[config.mk]
export PLATFORM = sky130hd
export DESIGN_NAME = tms_div
export DESIGN_NICKNAME = d
export VERILOG_FILES = /design/src/rtl/core/tms_pkg.sv /design/src/rtl/core/tms_div.sv
export SDC_FILE = /design/constraint.sdc
export NUM_CORES = 1
export LEC_CHECK = 0
export BUFFER_PORTS_ARGS = -buffer_cell sky130_fd_sc_hd__buf_2
export CORE_AREA = 5 5 87 89
export DETAILED_ROUTE_END_ITERATION = 7
export DIE_AREA = 0 0 92 94
export SLEW_MARGIN = 20
export SYNTH_ARGS = -nofsm -noshare
export SYNTH_HDL_FRONTEND = slang
export SYNTH_SLANG_ARGS = --single-unit
[constraint.sdc]
create_clock -name clk -period 3 [get_ports clk]
set_clock_uncertainty 0.2 [all_clocks]
set_input_delay 0.75 -clock clk [delete_from_list [all_inputs] [get_ports clk]]
set_output_delay 0.75 -clock clk [all_outputs]
set_load 0.01 [all_outputs]
[src/rtl/core/tms_pkg.sv]
package tms_pkg;

    localparam int STORE_BYTES = 4096;
    localparam int ADDR_W      = $clog2(STORE_BYTES);
    localparam int DIV_W       = 15;
    localparam int STRIDE_W    = 15;
    localparam int XOFF_W      = 14;

    localparam logic [2:0] FMT_RGBA = 3'd0;
    localparam logic [2:0] FMT_CI   = 3'd2;
    localparam logic [2:0] FMT_IA   = 3'd3;
    localparam logic [2:0] FMT_I    = 3'd4;

    localparam logic [1:0] PAL_NONE   = 2'd0;
    localparam logic [1:0] PAL_RGBA16 = 2'd1;
    localparam logic [1:0] PAL_IA16   = 2'd2;

    localparam logic [2:0] REG_FORMAT  = 3'd0;
    localparam logic [2:0] REG_SIZE    = 3'd1;
    localparam logic [2:0] REG_BASE    = 3'd2;
    localparam logic [2:0] REG_LINE    = 3'd3;
    localparam logic [2:0] REG_WIDTH   = 3'd4;
    localparam logic [2:0] REG_PALMODE = 3'd5;
    localparam logic [2:0] REG_PALSEL  = 3'd6;

    typedef enum logic [3:0] {
        ST_CLEAR,
        ST_IDLE,
        ST_MUL,
        ST_DIV_GO,
        ST_DIV,
        ST_READ,
        ST_CAP,
        ST_PAL_HI,
        ST_PAL_LO,
        ST_PAL_CAP,
        ST_DONE
    } state_t;

    typedef struct packed {
        logic             start;
        logic [DIV_W-1:0] dividend;
        logic [DIV_W-1:0] divisor;
    } div_req_t;

    typedef struct packed {
        logic             done;
        logic [DIV_W-1:0] rem;
    } div_rsp_t;

    function automatic logic [31:0] from5551(input logic [15:0] v);
        return {v[15:11], v[15:13], v[10:6], v[10:8], v[5:1], v[5:3], {8{v[0]}}};
    endfunction

    function automatic logic [31:0] from88(input logic [15:0] v);
        return {v[15:8], v[15:8], v[15:8], v[7:0]};
    endfunction

endpackage

[src/rtl/core/tms_div.sv]
module tms_div (
    input  logic               clk,
    input  logic               rst_n,
    input  tms_pkg::div_req_t  req,
    output tms_pkg::div_rsp_t  rsp
);

    logic [tms_pkg::DIV_W-1:0] rem_reg, rem_next;
    logic [tms_pkg::DIV_W-1:0] dvd_reg, dvd_next;
    logic [tms_pkg::DIV_W-1:0] dsr_reg, dsr_next;
    logic [3:0]                cnt_reg, cnt_next;
    logic                      busy_reg, busy_next;
    logic                      done_reg, done_next;
    logic [tms_pkg::DIV_W:0]   trial;

    // One restoring step per cycle: shift in a dividend bit, subtract if it fits
    always_comb
    begin
        trial     = {rem_reg, dvd_reg[tms_pkg::DIV_W-1]};
        rem_next  = rem_reg;
        dvd_next  = dvd_reg;
        dsr_next  = dsr_reg;
        cnt_next  = cnt_reg;
        busy_next = busy_reg;
        done_next = 1'b0;
        if (req.start)
        begin
            rem_next  = '0;
            dvd_next  = req.dividend;
            dsr_next  = req.divisor;
            cnt_next  = 4'(tms_pkg::DIV_W);
            busy_next = 1'b1;
        end
        else if (busy_reg)
        begin
            if (trial >= {1'b0, dsr_reg})
            begin
                rem_next = tms_pkg::DIV_W'(trial - {1'b0, dsr_reg});
            end
            else
            begin
                rem_next = tms_pkg::DIV_W'(trial);
            end
            dvd_next = {dvd_reg[tms_pkg::DIV_W-2:0], 1'b0};
            cnt_next = cnt_reg - 4'd1;
            if (cnt_reg == 4'd1)
            begin
                busy_next = 1'b0;
                done_next = 1'b1;
            end
        end
    end

    always_ff @(posedge clk or negedge rst_n)
    begin
        if (!rst_n)
        begin
            cnt_reg  <= '0;
            busy_reg <= 1'b0;
            done_reg <= 1'b0;
        end
        else
        begin
            cnt_reg  <= cnt_next;
            busy_reg <= busy_next;
            done_reg <= done_next;
        end
    end

    always_ff @(posedge clk)
    begin
        rem_reg <= rem_next;
        dvd_reg <= dvd_next;
        dsr_reg <= dsr_next;
    end

    assign rsp.done = done_reg;
    assign rsp.rem  = rem_reg;

    a_done_ends_busy: assert property (@(posedge clk) disable iff (!rst_n)
        done_reg |-> !busy_reg) else $error("divider done while busy");
    a_start_busy: assert property (@(posedge clk) disable iff (!rst_n)
        req.start |=> busy_reg) else $error("divider did not start");
    a_rem_below: assert property (@(posedge clk) disable iff (!rst_n)
        done_reg |-> rem_reg < dsr_reg) else $error("remainder not reduced");

endmodule

### Word level (Yosys, flattened, before mapping)

Index checks and enable logic that the tools add are counted.
Widths: inputs -> output; s select.

| operators by class | value |
|---|---|
| add/sub/neg operators | 2 |
| order comparisons | 1 |
| equal/unequal tests | 1 |
| multiplexer cells | 11 |
| reduce and logical (&&, ||, !) cells | 1 |

Operators with widths:

| cell | count |
|---|---|
| $mux 15 | 3 |
| $ge 16x15->1 | 1 |
| $sub 15x15->15 | 1 |
| $mux 4 | 2 |
| $mux 1 | 6 |
| $eq 4x1->1 const B | 1 |
| $sub 4x1->4 const B | 1 |
| $reduce_bool 2->1 | 1 |

| storage, ports and cells | value |
|---|---|
| register bits | 51 |
| bits of input ports | 33 |
| logic and storage cells | 22 |

### Depth between registers and ports, before layout

Gate-level depths: netlist of the first run.

| depth | value |
|---|---|
| depth in word-level cells | 4 |
| depth in mapped cells | 10 |
| depth with buffers taken out | 9 |

### Least setup slack after synthesis of the first run

No wires, ideal clock.

| path | value |
|---|---|
| kind | register -> register |
| start | register dsr_reg[0] in the netlist's numbering |
| end | register rem_reg[1] in the netlist's numbering |
| library setup time | 75 ps |
| arrival | 2343 ps |
| required time | 2725 ps |
| setup slack | 382 ps |
| cell stages (with the launch flop) | 10 |
| path buffers | 1 |
| clock period less this slack | 2618 ps |
| path through | edfxtp_1 -> ha_1 -> fa_1 -> nand2b_1 -> a211o_1 -> a21o_2 -> a21oi_4 -> buf_6 -> mux2_1 -> o22ai_1 |

| on the way | value |
|---|---|
| cells in the longest elaborated chain, start to end | 2 |
| elaborated cells on any way between the ends | 3 |

Ends and longest elaborated chain:

| item | line | RTL |
|---|---|---|
| start: declaration | tms_div.sv:10 | `logic [tms_pkg::DIV_W-1:0] dsr_reg, dsr_next;` |
| start signal: assignment | tms_div.sv:74 | `dsr_reg <= dsr_next;` |
| $sub 15x15->15 / $ge 16x15->1 (equally long branches) | tms_div.sv:38, tms_div.sv:36 |  |
| $mux 15 (*) | tms_div.sv:36 | `if (trial >= {1'b0, dsr_reg})` |
| end signal: assignment | tms_div.sv:72 | `rem_reg <= rem_next;` |
| end: declaration | tms_div.sv:8 | `logic [tms_pkg::DIV_W-1:0] rem_reg, rem_next;` |

Mark *: on every way between the ends. The rest lies on a longest branch, timed or not.
A chain may end at the register's enable or synchronous reset.

### Final worst setup path of the first run

| path | value |
|---|---|
| start | register dvd_reg[14] in the netlist's numbering |
| end | register rem_reg[12] in the netlist's numbering |

| on the way | value |
|---|---|
| cells in the longest elaborated chain, start to end | 2 |
| elaborated cells on any way between the ends | 3 |

Ends and longest elaborated chain:

| item | line | RTL |
|---|---|---|
| start: declaration | tms_div.sv:9 | `logic [tms_pkg::DIV_W-1:0] dvd_reg, dvd_next;` |
| start signal: assignment | tms_div.sv:73 | `dvd_reg <= dvd_next;` |
| $sub 15x15->15 / $ge 16x15->1 (equally long branches) | tms_div.sv:38, tms_div.sv:36 |  |
| $mux 15 (*) | tms_div.sv:36 |  |

Marked as above.

==> results of run 1 <==
cell usage after synthesis, types with 2 or more instances:
master / instances
o211ai_1: 2
dfrtp_1: 6
a311oi_2: 2
a31oi_1: 3
nand3_1: 2
mux2i_1: 7
a311oi_1: 3
edfxtp_1: 30
nor2_1: 21
mux2_1: 2
a21oi_1: 14
nand2_1: 12
o21ai_0: 9
nand2b_1: 14
buf_6: 2
o2111ai_1: 2
nand4_1: 3
a21o_1: 5
mux2_2: 14
o21bai_1: 3
o21ai_1: 2
inv_1: 20
a211oi_1: 10
clkbuf_1: 9
dfxtp_1: 15
nand3b_1: 2
nor3_1: 6
o22ai_1: 2
xnor2_1: 10
ha_1: 17
buf_2: 2
logic make-up after synthesis:
| kind of cell | synth area share (%) |
|---|---|
| compound gates | 16.0 |
| buf+inv | 5.15 |
| simple gates | 12.1 |
| xor+xnor | 3.33 |
| mux | 8.65 |
| flops | 46.7 |
| fa+ha+maj | 8.05 |
metrics by stage:
| stage | hold slack [ns] | cell area (µm²) |
|---|---|---|
| 2_1_floorplan | 0.254 | 2890 |
| 5_1_grt | 0.0369 | 3320 |
| 3_3_place_gp | 0.306 | 3200 |
| 6_report | 0.0506 | 3320 |
| 3_5_place_dp | 0.316 | 3200 |
| 4_1_cts | 0.0403 | 3310 |
layout make-up:
class	count	area (µm²)
clock buffer	5	68.8
clock inverter	3	47.5
fill	646	3360
inverter	20	75.1
multi-input combinational	186	1400
sequential	51	1350
tap	80	100
timing repair buffer	53	282
routing by layer:
layer  GRT usage, %  up-vias
met5              0        -
li1               -     1073
met1           18.4      974
met2           21.3       29
met3           2.96        6
met4           4.46        0
path summary, 6_finish.rpt:
path | endpoint | cells after the start | slack (ns)
max in group asynchronous | cnt_reg[1] | 1 | 2.41
hold reg to reg | rem_reg[7] | 2 | 0.32
setup reg to reg | rem_reg[12] | 10 | 0.18
setup / recovery | rem_reg[12] | 10 | 0.18
min in group clk | rem_reg[7] | 2 | 0.32
hold / removal | busy_reg | 1 | 0.05
power by group through the flow:
stage / combinational (mW) / sequential [mW] / clock [mW]
after floorplan: 0.132 / 0.817 / 0
after global placement: 0.185 / 0.819 / 0
after detailed placement: 0.187 / 0.820 / 0
after CTS: 0.188 / 0.805 / 0.512
after global routing: 0.210 / 0.809 / 0.549
final: 0.186 / 0.804 / 0.491
worst reg2reg max path, cell delays in order (launching register included):
cell and delay [ns]:
edfxtp_1 0.33, inv_1 0.05, ha_1 0.21, fa_1 0.39, nand2b_1 0.18, a211o_1 0.34
a21o_2 0.25, a21oi_4 0.21, buf_6 0.20, nand3b_1 0.11, a311oi_1 0.27
==> metrics.md, run 1 <==
| Metric | Value |
|---|---|
| Outcome | `completed` |
| Cell variety after synth | `51` |
| Unrepaired setup endpoints after global routing | `false` |
| CP cell instances | `inv_1, ha_1, fa_1, nand2b_1, a211o_1, a21o_2, a21oi_4, buf_6, nand3b_1, a311oi_1` |
| Core box area | `6680 µm²` |
| CP Data Arrival Time | `between 2 and 3 ns` |
| Post-synth EDFFs | `30` |
| WP data required | `between 3 and 4 ns` |
| Top-area cell type share of the netlist area | `between 30% and 40%` |
| CP max stage delay | `roughly 0.39 ns` |
| DRC viols | `0` |
| Detail Placement HPWL | `4.23 mm` |
| WL per Instance | `14.0 µm` |
| Die Width | `~92 µm` |
| Yosys warns | `0` |
| Leakage | `1.41 nW` |
| Slowest CP cell | `fa_1` |
| Setup_tns | `0 ns` |
| Drt total wl | `5.56 mm` |
| Synth Flop Type | `edfxtp_1` |
| Combinational Power Share | `12.6%` |
| Setup CP Type | `flop to flop` |
| Worst skew pair latency | `a little over 0.3 ns` |
| Antenna-violating nets left | `0` |
| # resized after CTS | `0` |
| Clock power frac | `33.2%` |
| First drt pass iteration count | `4` |
| Starting DRT DRC Count | `53` |
| Placed Cells | `390` |
| Initial Util | `43.3%` |
| M1 WL | `between 2 and 3 mm` |
| Placer congestion estimate | `a little under 0.8` |
| Crit end category | `flop` |
| Psw | `0.350 mW` |
| Synth Instances | `271` |
| # Post-CTS Setup Buffers | `0` |
| Total track usage | `13.5%` |
| HP Class | `input pin to async pin` |
| Area Overhead vs Synth | `14.8%` |
| Final setup fails | `0` |
| PD cells | `between 400 and 500 nW/µm²` |
| Largest net degree at the start of global routing | `31` |
| Vias in the first global route | `just over 2,000` |
| Period utilization | `94.1%` |
| Detail Route met2 WL | `2.48 mm` |
| Rel. slew slack | `55.3%` |
| Netlist Area Pre-Place | `2890 µm²` |
| Slew @ Worst Pin | `0.671 ns` |
| Max-cap viol count | `0` |
| Count of buffer and inverter cells on the critical path | `2` |
| Via count | `2,082` |
| Die Footprint | `8650 µm²` |
| CTS buffer count | `5` |
| Pre-CTS WS | `~0.17 ns` |
| Row cnt | `30` |
| Area leader, netlist | `edfxtp_1` |
| Max Clock Freq | `354 MHz` |
| CP top delay family | `compound AO/OA/AOI/OAI gates` |
| Commonest cells after routing, fill and taps aside | `buf_2, edfxtp_1, nor2_1` |
| Largest fanout on the critical path | `15` |
| Die height | `94 µm` |
| Seq cells post-synth | `between 50 and 60` |
| Port bufs | `48` |
| Met3 Wirelength | `roughly 180 µm` |
| Avg Cell Area, Syn | `10.7 µm²` |
| Fin. max-slew vios | `0` |
| First-pass GRT wire length | `approximately 9.5 mm` |
| Sw Share | `23.6%` |
| Clk sink count | `51` |
| Clock-pin slew on the worst setup and hold paths | `0.10 ns` |
| Minimum clock period | `2.82 ns` |
| Area contributors post-synth | `edfxtp_1, dfxtp_1, ha_1` |
| Clock root buffer | `clkbuf_8` |
| Final core occ | `49.7%` |
| IO Pins | `49` |
| Fin cells | `398` |
| Nets@finish | `between 300 and 400` |
| Final hold vios | `0` |
| Post-CTS Hold Buffers | `0` |
| Most common cell after layout, fill and taps aside | `buf_2` |
| Total chip power | `1.48 mW` |
| Async set-reset flop share out of synthesis | `11.8%` |
| Aggregate global routing overflow | `0` |
| Int Power | `around 1.1 mW` |
| DR vias/cell | `5.23` |
| Syn nets | `322` |
| Worst VDD drop | `260 µV` |
| Antenna cells | `0` |
| Initial antenna violation count | `0` |
| CTS max path bufs | `2` |
| Share of cells above drive strength 1 | `26.4%` |
| Critical Path Start | `dvd_reg[14]` |
| Setup WS post-layout | `0.177 ns` |
| CTS tree | `built` |
| Reg2reg start | `dvd_reg[14]` |
| CTS H-Tree Depth | `2` |
| Sequential fraction of the synthesis area | `46.7%` |
| Setup crit start kind | `flop` |
| Flop pwr share | `54.3%` |
| DR top layer | `met4` |
Note: power is estimated with default switching activity, not from simulation.
==> run 2: changes to the inputs <==
--- a/config.mk
+++ b/config.mk
@@ -9,6 +9,7 @@
 export CORE_AREA = 5 5 87 89
 export DETAILED_ROUTE_END_ITERATION = 7
 export DIE_AREA = 0 0 92 94
+export PLACE_DENSITY = 0.76
 export SLEW_MARGIN = 20
 export SYNTH_ARGS = -nofsm -noshare
 export SYNTH_HDL_FRONTEND = slang
==> run 2 against run 1 <==
Compared with the run above: sequential power barely moved; first-iteration DRC count up 100%; via count up 1.6%; non-clock buffer count increased by 2; final area hardly changed; final cell count up 0.50%; worst hold slack got worse by 0.017 ns; die area did not move; clock-buffer cell count grew 1; global-route usage rose by 0.23 points; clock power fell by 4.9%.
==> metrics.md, run 2 (same netlist as run 1, synthesis figures left out) <==
| Metric | Value |
|---|---|
| Setup crit start kind | `flop` |
| Antenna cells | `0` |
| Via count | `2,115` |
| WL per Instance | `14.2 µm` |
| Crit end category | `flop` |
| Placed Cells | `between 300 and 400` |
| Antenna-violating nets left | `0` |
| First-pass GRT wire length | `roughly 9.6 mm` |
| Final core occ | `49.7%` |
| Aggregate global routing overflow | `0` |
| Initial Util | `43.3%` |
| Critical Path Start | `dvd_reg[14]` |
| Post-CTS Hold Buffers | `0` |
| # Post-CTS Setup Buffers | `0` |
| Starting DRT DRC Count | `between 100 and 150` |
| Slowest CP cell | `a2111oi_1` |
| Initial antenna violation count | `0` |
| Detail Placement HPWL | `roughly 4.2 mm` |
| Clock root buffer | `clkbuf_8` |
| Outcome | `completed` |
| Port bufs | `48` |
| Max-cap viol count | `0` |
| DRC viols | `0` |
| CP max stage delay | `around 0.49 ns` |
| Core box area | `about 6700 µm²` |
| IO Pins | `49` |
| WP data required | `3.04 ns` |
| Leakage | `1.41 nW` |
| # resized after CTS | `0` |
| Die Width | `92 µm` |
| Fin. max-slew vios | `0` |
| First drt pass iteration count | `4` |
| Placer congestion estimate | `0.853` |
| Nets@finish | `between 300 and 400` |
| CTS tree | `built` |
| DR vias/cell | `5.29` |
| Worst VDD drop | `255 µV` |
| Worst skew pair latency | `0.32 ns` |
| Fill cells | `between 600 and 700` |
| CP cell instances | `inv_1, ha_1, fa_1, nand2b_1, a211o_1, a2111oi_1, or4_1, nand3_1, a311oi_2` |
| Total chip power | `1.46 mW` |
| Share of cells above drive strength 1 | `26.6%` |
| Max Clock Freq | `359 MHz` |
| Row cnt | `30` |
| Rel. slew slack | `60.0%` |
| Vias in the first global route | `2,092` |
| Largest fanout on the critical path | `5` |
| Period utilization | `92.8%` |
| Fin cells | `400` |
| CTS H-Tree Depth | `2` |
| Clock-pin slew on the worst setup and hold paths | `0.11 ns` |
| Most common cell after layout, fill and taps aside | `buf_2` |
| Setup CP Type | `flop to flop` |
| Setup_tns | `0 ns` |
| Commonest cells after routing, fill and taps aside | `buf_2, edfxtp_1, nor2_1` |
| Minimum clock period | `2.78 ns` |
| Final hold vios | `0` |
| Reg2reg start | `dvd_reg[14]` |
| PD cells | `440 nW/µm²` |
| HP Class | `input pin to async pin` |
| CP Data Arrival Time | `2.82 ns` |
| CTS max path bufs | `2` |
| Pre-CTS WS | `0.256 ns` |
| Slew @ Worst Pin | `around 0.6 ns` |
| Setup WS post-layout | `roughly 0.22 ns` |
| Area Overhead vs Synth | `14.9%` |
| Unrepaired setup endpoints after global routing | `false` |
| Largest net degree at the start of global routing | `25` |
| CTS buffer count | `5` |
| Die Footprint | `8650 µm²` |
| Total track usage | `a little over an eighth` |
| Final setup fails | `0` |
| Clk sink count | `slightly above 50` |
| Drt total wl | `5.68 mm` |
| Die height | `94 µm` |
run 2: critical path: cells and delay by family, from the launching register on:
kind	cells	cell delay, ns
compound gates	3	1.05
buf+inv	1	0.05
flops	1	0.34
fa+ha+maj	2	0.60
simple gates	3	0.46
run 2: layout make-up:
cell class              count  area [µm²]  share of cell area, %
flip-flops and latches     51        1350                   40.7
multi-input cells         186        1390                   41.9
well taps                  80         100                   3.01
clock buffers               6        93.8                   2.82
repair buffers             55         293                   8.81
inverters                  20        75.1                   2.26
clock inverters             2        17.5                  0.527
run 2: report_power, final:
part	total [mW]	switching (mW)	internal, mW
logic	0.190	0.0978	0.0920
clock network	0.467	0.247	0.220
registers	0.805	0.0175	0.788
total	1.46	0.363	1.10
run 2: stage by stage:
stage | hold slack, ns | area (µm²)
floorplan | 0.254 | 2890
global route | 0.0331 | 3320
global placement | 0.306 | 3210
detailed placement | 0.315 | 3210
finish | 0.0337 | 3320
CTS | 0.0291 | 3320
run 2: metal layers:
metal	vias up	part of all wire, %	track usage [%]
li1	1081	-	-
met1	985	49	19.0
met3	8	5.1	3.21
met4	0	1.4	4.08
met2	41	44	21.5
met5	-	0	0
run 2: final timing paths:
check	endpoint	slack, ns	depth (start not counted)
max in group asynchronous	cnt_reg[0]	2.42	1
min in group clk	rem_reg[12]	0.33	2
min reg2reg	rem_reg[12]	0.33	2
max	rem_reg[14]	0.22	9
max reg2reg	rem_reg[14]	0.22	9
min	done_reg	0.03	1
==> run 3: changes to the inputs <==
--- a/config.mk
+++ b/config.mk
@@ -10,6 +10,7 @@
 export DETAILED_ROUTE_END_ITERATION = 7
 export DIE_AREA = 0 0 92 94
 export PLACE_DENSITY = 0.76
+export RECOVER_POWER = 100
 export SLEW_MARGIN = 20
 export SYNTH_ARGS = -nofsm -noshare
 export SYNTH_HDL_FRONTEND = slang
==> run 3 against run 2 <==
Compared with the run above: critical path depth is 1 higher; final area is 1.2% lower; non-clock buffer count stayed put; fmax is 2.4% lower; final cell count stayed put; die area stayed put; combinational power is 2% lower; first-iteration DRC count stayed put; utilization is 0.60 points lower; power is 0.31% lower; critical endpoint is now rem_reg[2].
==> metrics.md, run 3 (same netlist as run 1, synthesis figures left out) <==
| Metric | Value |
|---|---|
| Outcome | `completed` |
| Commonest cells after routing, fill and taps aside | `edfxtp_1, buf_2, clkbuf_1` |
| Combinational Power Share | `12.8%` |
| Worst VDD drop | `254 µV` |
| First drt pass iteration count | `4` |
| Core box area | `6680 µm²` |
| Crit end category | `flop` |
| Max Clock Freq | `351 MHz` |
| Area Overhead vs Synth | `13.5%` |
| Setup CP Type | `flop to flop` |
| Placer congestion estimate | `about 0.85` |
| Antenna cells | `0` |
| CP Data Arrival Time | `~2.8 ns` |
| Unrepaired setup endpoints after global routing | `false` |
| Int Power | `between 1 and 1.5 mW` |
| Count of buffer and inverter cells on the critical path | `2` |
| DRC viols | `0` |
| Period utilization | `95.0%` |
| Antenna-violating nets left | `0` |
| Placed Cells | `approximately 390` |
| DR vias/cell | `~5.3` |
| CTS tree | `built` |
| Row cnt | `30` |
| CP cell instances | `inv_1, ha_1, fa_1, nand2b_1, a211o_1, a21o_2, a21oi_4, clkbuf_2, mux2i_1, a211oi_1` |
| Largest fanout on the critical path | `5` |
| WP data required | `2.95 ns` |
| Post-CTS Hold Buffers | `0` |
| Initial Util | `43.3%` |
| Die height | `94 µm` |
| CTS max path bufs | `2` |
| Clock root buffer | `clkbuf_8` |
| Minimum clock period | `2.85 ns` |
| Share of cells above drive strength 1 | `19.1%` |
| HP Class | `input pin to async pin` |
| Setup_tns | `0 ns` |
| CP max stage delay | `0.40 ns` |
| CTS buffer count | `5` |
| Slew @ Worst Pin | `roughly 1.2 ns` |
| IO Pins | `49` |
| Fin. max-slew vios | `0` |
| Setup crit start kind | `flop` |
| # Post-CTS Setup Buffers | `0` |
| Via count | `2,112` |
| CP top delay family | `compound AO/OA/AOI/OAI gates` |
| WL per Instance | `about 14 µm` |
| Slowest CP cell | `fa_1` |
| Largest net degree at the start of global routing | `25` |
| CTS H-Tree Depth | `2` |
| Detail Placement HPWL | `4.21 mm` |
| Total chip power | `1.46 mW` |
| Clock power frac | `~32%` |
| Flop pwr share | `a little under three fifths` |
| Drt total wl | `5.69 mm` |
| Clock-pin slew on the worst setup and hold paths | `0.10 ns` |
| Vias in the first global route | `roughly 2,100` |
| # resized after CTS | `0` |
| Die Width | `92 µm` |
| Die Footprint | `a little under 9000 µm²` |
| Rel. slew slack | `23.1%` |
| Sw Share | `24.8%` |
| First-pass GRT wire length | `9.58 mm` |
| Starting DRT DRC Count | `107` |
| Final setup fails | `0` |
| Nets@finish | `370` |
| Worst skew pair latency | `0.32 ns` |
| Port bufs | `48` |
| Final hold vios | `0` |
| Leakage | `1.32 nW` |
| Initial antenna violation count | `0` |
| Aggregate global routing overflow | `0` |
| Psw | `approximately 0.36 mW` |
| Total track usage | `13.7%` |
| Clk sink count | `51` |
| Fin cells | `400` |
| PD cells | `444 nW/µm²` |
| Fill cells | `about 600` |
| Max-cap viol count | `0` |
==> run 3: cell type report <==
type                            count  area, µm²  share of cell area (%)
Multi-Input combinational cell    186       1390                    42.4
Sequential cell                    51       1350                    41.2
Timing Repair Buffer               55        253                    7.70
Tap cell                           80        100                    3.05
Clock buffer                        6       93.8                    2.86
Inverter                           20       75.1                    2.29
Clock inverter                      2       17.5                   0.534
==> run 3: stage by stage <==
step | hold slack [ns] | setup WS, ns | cell area [µm²] | utilization, %
final | 0.0879 | 0.149 | 3280 | 49.1
after global routing | 0.113 | 0.0191 | 3280 | 49.1
after CTS | 0.0291 | 0.215 | 3320 | 49.7
after detailed placement | 0.315 | 0.256 | 3210 | 48.1
after global placement | 0.306 | 0.309 | 3210 | 48.1
after floorplan | 0.254 | 0.382 | 2890 | -
==> run 3: layer usage <==
layer	wire [µm]	vias up	GRT usage, %
met5	0	-	0
met4	79	0	4.08
met3	212	8	3.21
met2	2520	37	21.5
met1	2880	984	19.0
li1	-	1083	-
==> run 3: power groups by stage <==
stage               clock network (mW)  registers (mW)  logic, mW
floorplan                            0           0.817      0.132
global route                     0.523           0.810      0.210
global placement                     0           0.819      0.185
finish                           0.466           0.806      0.186
CTS                              0.479           0.806      0.191
detailed placement                   0           0.821      0.188
==> run 3: worst paths after layout <==
kind / start / endpoint / slack, ns / cells after the start
min reg2reg: rem_reg[12] / rem_reg[12] / 0.33 / 2
max: dvd_reg[14] / rem_reg[2] / 0.15 / 10
max reg2reg: dvd_reg[14] / rem_reg[2] / 0.15 / 10
max in group asynchronous: rst_n / cnt_reg[0] / 2.26 / 1
min in group clk: rem_reg[12] / rem_reg[12] / 0.33 / 2
min: rst_n / done_reg / 0.09 / 1
